<file path="src/rtl/led_breathing_ramp_unit_defines.svh">
// ----------------------------------------------------------------------------
// led breathing ramp assertion macros
// concurrent check forms for the breathing ramp, used by lbr_ramp
// ----------------------------------------------------------------------------
`ifndef LED_BREATHING_RAMP_UNIT_DEFINES_SVH
`define LED_BREATHING_RAMP_UNIT_DEFINES_SVH

// same-cycle implication
`define LBR_ASSERT_IMPL(lbl, ck, rn, ante, cons, msg) \
  lbl: assert property (@(posedge ck) disable iff (!rn) (ante) |-> (cons)) \
    else $error(msg);

// next-cycle implication
`define LBR_ASSERT_NEXT(lbl, ck, rn, ante, cons, msg) \
  lbl: assert property (@(posedge ck) disable iff (!rn) (ante) |=> (cons)) \
    else $error(msg);

`endif

</file>
<file path="src/rtl/lbr_pkg.sv">
// ----------------------------------------------------------------------------
// lbr_pkg
// constants, register codes and shared types of the led breathing ramp
// ----------------------------------------------------------------------------
`default_nettype none

package lbr_pkg;

  localparam int unsigned MAX_SPEED          = 2;
  localparam int unsigned NORMAL_SPEED       = 10;
  localparam int unsigned SPEED_UP_INTERVAL  = 100;
  localparam int unsigned COOL_DOWN_INTERVAL = 200;

  localparam int unsigned ELAPSED_W = 16;
  localparam int unsigned LEVEL_W   = 8;
  localparam int unsigned DELAY_W   = 8;
  localparam int unsigned MODE_W    = 2;
  localparam int unsigned CFG_IDX_W = 2;
  localparam int unsigned CFG_DAT_W = 8;

  localparam int unsigned SU_RW = $clog2(SPEED_UP_INTERVAL + 1);
  localparam int unsigned CD_RW = $clog2(COOL_DOWN_INTERVAL + 1);

  localparam int unsigned ELAPSED_CAP   = (NORMAL_SPEED - MAX_SPEED) * COOL_DOWN_INTERVAL;
  localparam int unsigned ELAPSED_CONST = SPEED_UP_INTERVAL * NORMAL_SPEED;

  localparam logic [ELAPSED_W-1:0] ELAPSED_CAP_V   = ELAPSED_W'(ELAPSED_CAP);
  localparam logic [ELAPSED_W-1:0] ELAPSED_CONST_V = ELAPSED_W'(ELAPSED_CONST);

  localparam logic [SU_RW-1:0] SU_REM_MAX = SU_RW'(SPEED_UP_INTERVAL - 1);
  localparam logic [CD_RW-1:0] CD_REM_MAX = CD_RW'(COOL_DOWN_INTERVAL - 1);

  localparam logic [ELAPSED_W-1:0] CONST_SU_Q   = ELAPSED_W'(ELAPSED_CONST / SPEED_UP_INTERVAL);
  localparam logic [SU_RW-1:0]     CONST_SU_REM = SU_RW'(ELAPSED_CONST % SPEED_UP_INTERVAL);
  localparam logic [ELAPSED_W-1:0] CONST_CD_Q   = ELAPSED_W'(ELAPSED_CONST / COOL_DOWN_INTERVAL);
  localparam logic [CD_RW-1:0]     CONST_CD_REM = CD_RW'(ELAPSED_CONST % COOL_DOWN_INTERVAL);

  localparam logic [DELAY_W-1:0] MAX_SPEED_D    = DELAY_W'(MAX_SPEED);
  localparam logic [DELAY_W-1:0] NORMAL_SPEED_D = DELAY_W'(NORMAL_SPEED);

  typedef enum logic [MODE_W-1:0] {
    MODE_ACCEL = 2'd0,
    MODE_COOL  = 2'd1,
    MODE_CONST = 2'd2
  } mode_t;

  localparam logic [CFG_IDX_W-1:0] CFG_MODE      = 2'd0;
  localparam logic [CFG_IDX_W-1:0] CFG_ENABLE    = 2'd1;
  localparam logic [CFG_IDX_W-1:0] CFG_PWM_TOP   = 2'd2;
  localparam logic [CFG_IDX_W-1:0] CFG_MIN_LEVEL = 2'd3;

  localparam logic [MODE_W-1:0]  MODE_RST      = MODE_CONST;
  localparam logic               ENABLE_RST    = 1'b0;
  localparam logic [LEVEL_W-1:0] PWM_TOP_RST   = 8'd255;
  localparam logic [LEVEL_W-1:0] MIN_LEVEL_RST = 8'd0;

  typedef struct packed {
    logic [MODE_W-1:0]  mode;
    logic               enable;
    logic [LEVEL_W-1:0] pwm_top;
    logic [LEVEL_W-1:0] min_level;
  } cfg_t;

  typedef struct packed {
    logic [LEVEL_W-1:0] duty;
    logic               written;
  } res_t;

endpackage

`default_nettype wire

</file>
<file path="src/rtl/led_breathing_ramp_unit.sv">
// a result is registered and appears on out_valid in the cycle after its item is accepted
// throughput: one item per cycle; in_stall rises only while a result waits stalled
// the step delay comes from running quotients, so no divider sits in the tick path
// reset: synchronous active-low rst_n clears ramp and elapsed state, loads register defaults
// ----------------------------------------------------------------------------
// led_breathing_ramp_unit
// millisecond-tick driven triangle pwm duty generator with speed modes
// ----------------------------------------------------------------------------
`default_nettype none

module led_breathing_ramp_unit (
  input  wire logic                          clk,
  input  wire logic                          rst_n,
  input  wire logic                          cfg_valid,
  output logic                               cfg_ready,
  input  wire logic [lbr_pkg::CFG_IDX_W-1:0] cfg_index,
  input  wire logic [lbr_pkg::CFG_DAT_W-1:0] cfg_wdata,
  input  wire logic                          in_valid,
  output logic                               in_stall,
  input  wire logic                          in_tick,
  output logic                               out_valid,
  input  wire logic                          out_stall,
  output logic [lbr_pkg::LEVEL_W-1:0]        out_duty,
  output logic                               out_duty_written
);
  import lbr_pkg::*;

  cfg_t               cfg_r;
  logic               cfg_wr;
  logic               clear;
  logic               accept;
  logic               active;
  logic [DELAY_W-1:0] delay;
  res_t               res;
  logic               out_valid_r;
  logic [LEVEL_W-1:0] out_duty_r;
  logic               out_written_r;

  assign cfg_ready = 1'b1;
  assign cfg_wr    = cfg_valid && cfg_ready;
  assign clear     = cfg_wr && (cfg_index == CFG_ENABLE) && !cfg_wdata[0];

  always_ff @(posedge clk) begin
    if (!rst_n) begin
      cfg_r.mode      <= MODE_RST;
      cfg_r.enable    <= ENABLE_RST;
      cfg_r.pwm_top   <= PWM_TOP_RST;
      cfg_r.min_level <= MIN_LEVEL_RST;
    end else if (cfg_wr) begin
      case (cfg_index)
        CFG_MODE:      cfg_r.mode      <= cfg_wdata[MODE_W-1:0];
        CFG_ENABLE:    cfg_r.enable    <= cfg_wdata[0];
        CFG_PWM_TOP:   cfg_r.pwm_top   <= cfg_wdata[LEVEL_W-1:0];
        CFG_MIN_LEVEL: cfg_r.min_level <= cfg_wdata[LEVEL_W-1:0];
        default: begin
        end
      endcase
    end
  end

  // output register frees when its item is taken
  assign in_stall = out_valid_r && out_stall;
  assign accept   = in_valid && !in_stall;
  assign active   = accept && in_tick && cfg_r.enable;

  lbr_delay u_delay (
    .clk    (clk),
    .rst_n  (rst_n),
    .active (active),
    .mode   (cfg_r.mode),
    .delay  (delay)
  );

  lbr_ramp u_ramp (
    .clk    (clk),
    .rst_n  (rst_n),
    .active (active),
    .clear  (clear),
    .delay  (delay),
    .cfg    (cfg_r),
    .res    (res)
  );

  always_ff @(posedge clk) begin
    if (!rst_n) begin
      out_valid_r <= 1'b0;
    end else if (accept) begin
      out_valid_r <= 1'b1;
    end else if (!out_stall) begin
      out_valid_r <= 1'b0;
    end
  end

  always_ff @(posedge clk) begin
    if (accept) begin
      out_duty_r    <= res.duty;
      out_written_r <= res.written;
    end
  end

  assign out_valid        = out_valid_r;
  assign out_duty         = out_duty_r;
  assign out_duty_written = out_written_r;

endmodule

`default_nettype wire

</file>
<file path="src/rtl/lbr_delay.sv">
// ----------------------------------------------------------------------------
// lbr_delay
// elapsed time tracking and per-tick step delay, with running quotients
// ----------------------------------------------------------------------------
`default_nettype none

module lbr_delay (
  input  wire logic                       clk,
  input  wire logic                       rst_n,
  input  wire logic                       active,
  input  wire logic [lbr_pkg::MODE_W-1:0] mode,
  output logic [lbr_pkg::DELAY_W-1:0]     delay
);
  import lbr_pkg::*;

  logic [ELAPSED_W-1:0] elapsed_r, elapsed_nxt;
  logic [ELAPSED_W-1:0] su_q_r, su_q_nxt;
  logic [SU_RW-1:0]     su_rem_r, su_rem_nxt;
  logic [ELAPSED_W-1:0] cd_q_r, cd_q_nxt;
  logic [CD_RW-1:0]     cd_rem_r, cd_rem_nxt;

  always_comb begin
    elapsed_nxt = elapsed_r;
    su_q_nxt    = su_q_r;
    su_rem_nxt  = su_rem_r;
    cd_q_nxt    = cd_q_r;
    cd_rem_nxt  = cd_rem_r;
    delay       = '0;
    case (mode)
      MODE_ACCEL: begin
        if (elapsed_r != '0) begin
          elapsed_nxt = elapsed_r - 1'b1;
          if (su_rem_r == '0) begin
            su_q_nxt   = su_q_r - 1'b1;
            su_rem_nxt = SU_REM_MAX;
          end else begin
            su_rem_nxt = su_rem_r - 1'b1;
          end
          if (cd_rem_r == '0) begin
            cd_q_nxt   = cd_q_r - 1'b1;
            cd_rem_nxt = CD_REM_MAX;
          end else begin
            cd_rem_nxt = cd_rem_r - 1'b1;
          end
        end
        delay = su_q_nxt[DELAY_W-1:0] + MAX_SPEED_D;
      end
      MODE_COOL: begin
        if (elapsed_r < ELAPSED_CAP_V) begin
          elapsed_nxt = elapsed_r + 1'b1;
          if (su_rem_r == SU_REM_MAX) begin
            su_q_nxt   = su_q_r + 1'b1;
            su_rem_nxt = '0;
          end else begin
            su_rem_nxt = su_rem_r + 1'b1;
          end
          if (cd_rem_r == CD_REM_MAX) begin
            cd_q_nxt   = cd_q_r + 1'b1;
            cd_rem_nxt = '0;
          end else begin
            cd_rem_nxt = cd_rem_r + 1'b1;
          end
        end
        delay = cd_q_nxt[DELAY_W-1:0] + MAX_SPEED_D;
      end
      MODE_CONST: begin
        elapsed_nxt = ELAPSED_CONST_V;
        su_q_nxt    = CONST_SU_Q;
        su_rem_nxt  = CONST_SU_REM;
        cd_q_nxt    = CONST_CD_Q;
        cd_rem_nxt  = CONST_CD_REM;
        delay       = NORMAL_SPEED_D;
      end
      default: begin
        delay = '0;
      end
    endcase
  end

  always_ff @(posedge clk) begin
    if (!rst_n) begin
      elapsed_r <= '0;
      su_q_r    <= '0;
      su_rem_r  <= '0;
      cd_q_r    <= '0;
      cd_rem_r  <= '0;
    end else if (active) begin
      elapsed_r <= elapsed_nxt;
      su_q_r    <= su_q_nxt;
      su_rem_r  <= su_rem_nxt;
      cd_q_r    <= cd_q_nxt;
      cd_rem_r  <= cd_rem_nxt;
    end
  end

endmodule

`default_nettype wire

</file>
<file path="src/rtl/lbr_ramp.sv">
// ----------------------------------------------------------------------------
// lbr_ramp
// step counter, triangle brightness level and pwm compare register
// ----------------------------------------------------------------------------
`default_nettype none
`include "led_breathing_ramp_unit_defines.svh"

module lbr_ramp (
  input  wire logic                        clk,
  input  wire logic                        rst_n,
  input  wire logic                        active,
  input  wire logic                        clear,
  input  wire logic [lbr_pkg::DELAY_W-1:0] delay,
  input  wire lbr_pkg::cfg_t               cfg,
  output lbr_pkg::res_t                    res
);
  import lbr_pkg::*;

  logic [DELAY_W-1:0] cnt_r, cnt_nxt;
  logic [LEVEL_W-1:0] level_r, level_nxt;
  logic               rising_r, rising_nxt;
  logic [LEVEL_W-1:0] compare_r, compare_nxt;
  logic [DELAY_W-1:0] cnt_inc;
  logic               step;

  assign cnt_inc = cnt_r + 1'b1;
  assign step    = active && (cnt_inc >= delay);

  always_comb begin
    cnt_nxt     = cnt_r;
    level_nxt   = level_r;
    rising_nxt  = rising_r;
    compare_nxt = compare_r;
    if (active) begin
      cnt_nxt = cnt_inc;
    end
    if (step) begin
      cnt_nxt = '0;
      if (rising_r) begin
        if (level_r < cfg.pwm_top) begin
          level_nxt = level_r + 1'b1;
        end else begin
          rising_nxt = 1'b0;
        end
      end else begin
        if (level_r > cfg.min_level) begin
          level_nxt = level_r - 1'b1;
        end else begin
          rising_nxt = 1'b1;
        end
      end
      compare_nxt = level_nxt;
    end
    if (clear) begin
      compare_nxt = '0;
    end
  end

  assign res.duty    = cfg.enable ? compare_nxt : '0;
  assign res.written = step;

  always_ff @(posedge clk) begin
    if (!rst_n) begin
      cnt_r     <= '0;
      level_r   <= '0;
      rising_r  <= 1'b0;
      compare_r <= '0;
    end else begin
      cnt_r     <= cnt_nxt;
      level_r   <= level_nxt;
      rising_r  <= rising_nxt;
      compare_r <= compare_nxt;
    end
  end

  `LBR_ASSERT_NEXT(a_step_clears_cnt, clk, rst_n, step, cnt_r == '0, "counter not cleared after step")
  `LBR_ASSERT_NEXT(a_clear_compare, clk, rst_n, clear, compare_r == '0, "compare not cleared on disable")
  `LBR_ASSERT_NEXT(a_compare_tracks, clk, rst_n, step && !clear, compare_r == level_r, "compare not level")

endmodule

`default_nettype wire

</file>
<file path="config.mk">
export PLATFORM = sky130hd
export DESIGN_NAME = led_breathing_ramp_unit
export DESIGN_NICKNAME = d
export VERILOG_FILES = /design/src/rtl/lbr_pkg.sv /design/src/rtl/led_breathing_ramp_unit.sv /design/src/rtl/lbr_delay.sv /design/src/rtl/lbr_ramp.sv
export VERILOG_INCLUDE_DIRS = /design/src /design/src/rtl
export SDC_FILE = /design/constraint.sdc
export NUM_CORES = 1
export LEC_CHECK = 0
export BUFFER_PORTS_ARGS = -buffer_cell sky130_fd_sc_hd__buf_2
export CORE_MARGIN = 1.5
export CORE_UTILIZATION = 50
export CTS_CLUSTER_DIAMETER = 150
export DETAILED_ROUTE_END_ITERATION = 8
export PLACE_DENSITY_LB_ADDON = 0.3
export REMOVE_ABC_BUFFERS = 1
export SLEW_MARGIN = 10
export SYNTH_ARGS = -nofsm -noshare
export SYNTH_HDL_FRONTEND = slang
export SYNTH_SLANG_ARGS = --single-unit
</file>
<file path="constraint.sdc">
create_clock -name clk -period 8.8 [get_ports clk]
set_clock_uncertainty 0.2 [all_clocks]
set_input_delay 1.32 -clock clk [delete_from_list [all_inputs] [get_ports clk]]
set_output_delay 1.32 -clock clk [all_outputs]
set_load 0.05 [all_outputs]
</file>
==> flow_metrics.env <==
export IMPL_slew_limit_headroom=0.1980
export IMPL_yosys_area_top_type_share=0.2547
export IMPL_cts_tree="built"
export IMPL_yosysTopAreaCell="dfxtp_1"
export IMPL_globalRoute_totalOverflow=0
export IMPL_r2r_cells=20
export IMPL_tightest_slew_ns=1.199
export IMPL_core_area_um2=13990
export IMPL_first_pass_grt_wire_length_mm=28.70
export IMPL_outcome="finished clean"
export IMPL_avgSynthCellArea_um2=7.877
export IMPL_startpoint_of_the_worst_setup_timing_path="u_delay.elapsed_r[12]$_SDFFE_PN0P_"
export IMPL_post_drt_wl_per_cell_um=15.53
export IMPL_final_period_utilization=0.5835
export IMPL_chipWidth_um=123.3
export IMPL_cts_repair_resize_count=0
export IMPL_layout_cells_most_common="nor2_1"
export IMPL_max_cap_violations=0
export IMPL_area_growth_syn_to_layout_pct=6.004
export IMPL_clock_tree_buffer_depth=2
export IMPL_synth_edff_count=9
export IMPL_cts_buffers=9
export IMPL_ys_flop_type="dfxtp_1"
export IMPL_crit_reg2reg_launch="u_delay.elapsed_r[12]$_SDFFE_PN0P_"
export IMPL_drc=0
export IMPL_min_tclk_post_route_ns=5.134
export IMPL_die_h_um=123.3
export IMPL_mean_number_of_vias_per_cell=6.048
export IMPL_dp_slack_ns=3.724
export IMPL_grt_util_all_layers=0.2352
export IMPL_regToRegEndpoint="out_duty[5]$_SDFFCE_PN0P_"
export IMPL_initial_standard_cell_utilization_of_the_core=0.5169
export IMPL_multiInputGateArea_um2=4720
export IMPL_number_of_search_and_repair_iterations_in_the_first_detailed_routing_pass=5
export IMPL_finalWorstSetupSlack_ns=3.666
export IMPL_antennaDiodeCount=0
export IMPL_rsz0062_at_grt="no"
export IMPL_grt_pass1_vias=5986
export IMPL_clock_latency_at_the_later_pin_of_the_worst_skew_pair_ns=0.36
export IMPL_root_buffer_cell="clkbuf_16"
export IMPL_share_of_layout_cells_above_drive_strength_1=0.07363
export IMPL_gp_routability_congestion=0.9158
export IMPL_floorplan_rows=43
export IMPL_gate_count_after_technology_mapping=918
export IMPL_ir_worst_vdd_mv=0.09313
export IMPL_power_density_nw_per_um2=132.5
export IMPL_worstPathRequired_ns=8.83
export IMPL_boundaryPins=28
export IMPL_filler_cell_count=1339
export IMPL_crit_path_max_fanout=29
export IMPL_finalHoldViolations=0
export IMPL_regToRegSetupSlack_ns=3.67
export IMPL_critPathLaunchType="flip-flop"
export IMPL_quantity_of_i_o_buffers_inserted_on_ports=26
export IMPL_worst_setup_path_type="flip-flop to flip-flop"
export IMPL_hpwl_mm=11.71
export IMPL_final_max_slew_violation_count=0
export IMPL_ys_types=76
export IMPL_hold_buffers=0
export IMPL_clkTransAtPathRegs_ns=0.08
export IMPL_async_flop_share=0
export IMPL_largest_net_degree_at_the_start_of_global_routing=54
export IMPL_floorplan_die_area_um2=15190
export IMPL_yosysWarnings=0
export IMPL_crit_path_end_kind="flip-flop"
export IMPL_vias=6592
export IMPL_clock_sinks=101
export IMPL_syn_area_um2=7231
export IMPL_cts_htree_levels=3
export IMPL_layout_cells_most_common_list="nor2_1, dfxtp_1, a21oi_1"
export IMPL_worstSetupEndpoint="out_duty[5]$_SDFFCE_PN0P_"
export IMPL_timing_hold_worst_class="flip-flop to flip-flop"
export IMPL_cts_repair_timing_setup_buffer_count=0
export IMPL_antenna_found_initial=0
export IMPL_cp_arrival_ns=5.16
export IMPL_drt_iter0_markers=468
export IMPL_yosys_register_bits=101
export IMPL_routed_wirelength_mm=16.93
export IMPL_fmaxAchievable_mhz=194.8
export IMPL_final_nets=976
export IMPL_antenna_left=0
export IMPL_finalSetupTns_ns=0
export IMPL_regArea_um2=2112
export IMPL_ys_seq_area_frac=0.2921
export IMPL_yosys_top_cells_area="dfxtp_1, ha_1, a21oi_1"
export IMPL_setup_viol=0
export IMPL_total_leakage_power_nw=3.048
==> stage by stage <==
step                power (mW)  area [um^2]  utilization  instances  hold slack [ns]
CTS                      1.028         7665       0.5479       1090           0.2713
global route             1.062         7665       0.5479       1090           0.2967
finish                   1.015         7665       0.5479       1090           0.2772
floorplan               0.5970         6984            -        863           0.2249
global placement        0.6354         7382       0.5277       1074           0.2499
detailed placement      0.6360         7382       0.5277       1074           0.2552
==> worst min-delay path by stage <==
stage / from / cells past startpoint / slack (ns) / end
final: u_ramp.cnt_r[1]$_SDFFE_PP0P_ / 2 / 0.28 / u_ramp.cnt_r[1]$_SDFFE_PP0P_
after global routing: u_ramp.compare_r[6]$_SDFF_PN0_ / 2 / 0.30 / u_ramp.compare_r[6]$_SDFF_PN0_
after CTS: u_ramp.compare_r[6]$_SDFF_PN0_ / 2 / 0.27 / u_ramp.compare_r[6]$_SDFF_PN0_
after detailed placement: u_ramp.compare_r[6]$_SDFF_PN0_ / 2 / 0.26 / u_ramp.compare_r[6]$_SDFF_PN0_
after global placement: u_ramp.compare_r[6]$_SDFF_PN0_ / 2 / 0.25 / u_ramp.compare_r[6]$_SDFF_PN0_
after floorplan: u_ramp.compare_r[6]$_SDFF_PN0_ / 2 / 0.22 / u_ramp.compare_r[6]$_SDFF_PN0_
==> cells by family after synthesis <==
group                      count (synthesis)  share of synthesized area
xor gates and xnor gates                  47                    0.05693
and+or+nand+nor                          333                     0.2258
DFF                                      101                     0.2921
other                                      1                  0.0005186
adders and majority gates                 55                    0.09621
buffers and inverters                     97                    0.05589
muxes                                     17                    0.02717
AOI/OAI and AO/OA                        267                     0.2454
==> synth_stat cells (6+ instances only) <==
master / number
nor2_1: 94
dfxtp_1: 92
a21oi_1: 74
nand2_1: 73
ha_1: 54
o21ai_0: 50
nand3_1: 41
inv_1: 40
clkbuf_1: 39
nor3_1: 38
xnor2_1: 30
xor2_1: 17
a211oi_1: 16
a21o_1: 16
mux2i_1: 14
or3_1: 14
a22oi_1: 13
nand4_1: 13
a22o_1: 11
buf_2: 11
nor4_1: 11
o211ai_1: 11
o21a_1: 11
edfxtp_1: 9
and3_1: 8
nor2b_1: 7
or4_1: 7
a31oi_1: 6
==> layer usage <==
| metal | GRT usage | wire (um) | up-vias |
|---|---|---|---|
| met4 | 0.07112 | 286 | 0 |
| met1 | 0.3148 | 8070 | 3076 |
| met2 | 0.3899 | 7818 | 150 |
| li1 | - | - | 3343 |
| met3 | 0.03828 | 751 | 23 |
| met5 | 0 | 0 | - |
==> report_power, final <==
| group | total (mW) | internal, mW | switching (mW) |
|---|---|---|---|
| clock | 0.389 | 0.199 | 0.191 |
| combinational | 0.150 | 0.0533 | 0.0966 |
| sequential | 0.476 | 0.471 | 0.00532 |
| total | 1.02 | 0.723 | 0.293 |
==> critical path: stages, from the launching register on <==
cell and delay [ns]:
dfxtp_1 0.33, or4_4 0.55, or3_1 0.57, nor2_2 0.23, mux2i_1 0.10, mux2i_1 0.27, ha_1 0.20, inv_1 0.05
a211oi_1 0.25, nand2_1 0.11, xnor2_1 0.17, nand2_1 0.08, ha_1 0.30, nand3_1 0.08, nand2_1 0.05, a41o_1 0.20
o31ai_2 0.17, buf_4 0.30, inv_1 0.25, nor2_1 0.31, a22o_1 0.20
==> flip-flops by register name, indices dropped and copies added, names as in the netlist, 7 cells and up <==
signal / cells
cfg_r: 19
u_delay.elapsed_r: 16
out_duty: 8
u_delay.cd_q_r: 8
u_delay.cd_rem_r: 8
u_delay.su_q_r: 8
u_ramp.cnt_r: 8
u_ramp.compare_r: 8
u_ramp.level_r: 8
u_delay.su_rem_r: 7
==> final cells by class <==
cell class,instances,share of cell area
Inverter,42,0.02057
Timing Repair Buffer,31,0.02187
Clock buffer,10,0.02987
Clock inverter,6,0.007019
Multi-Input combinational cell,720,0.6157
Sequential cell,101,0.2755
Tap cell,180,0.02938
No activity file was read; power rests on OpenSTA's default activity.
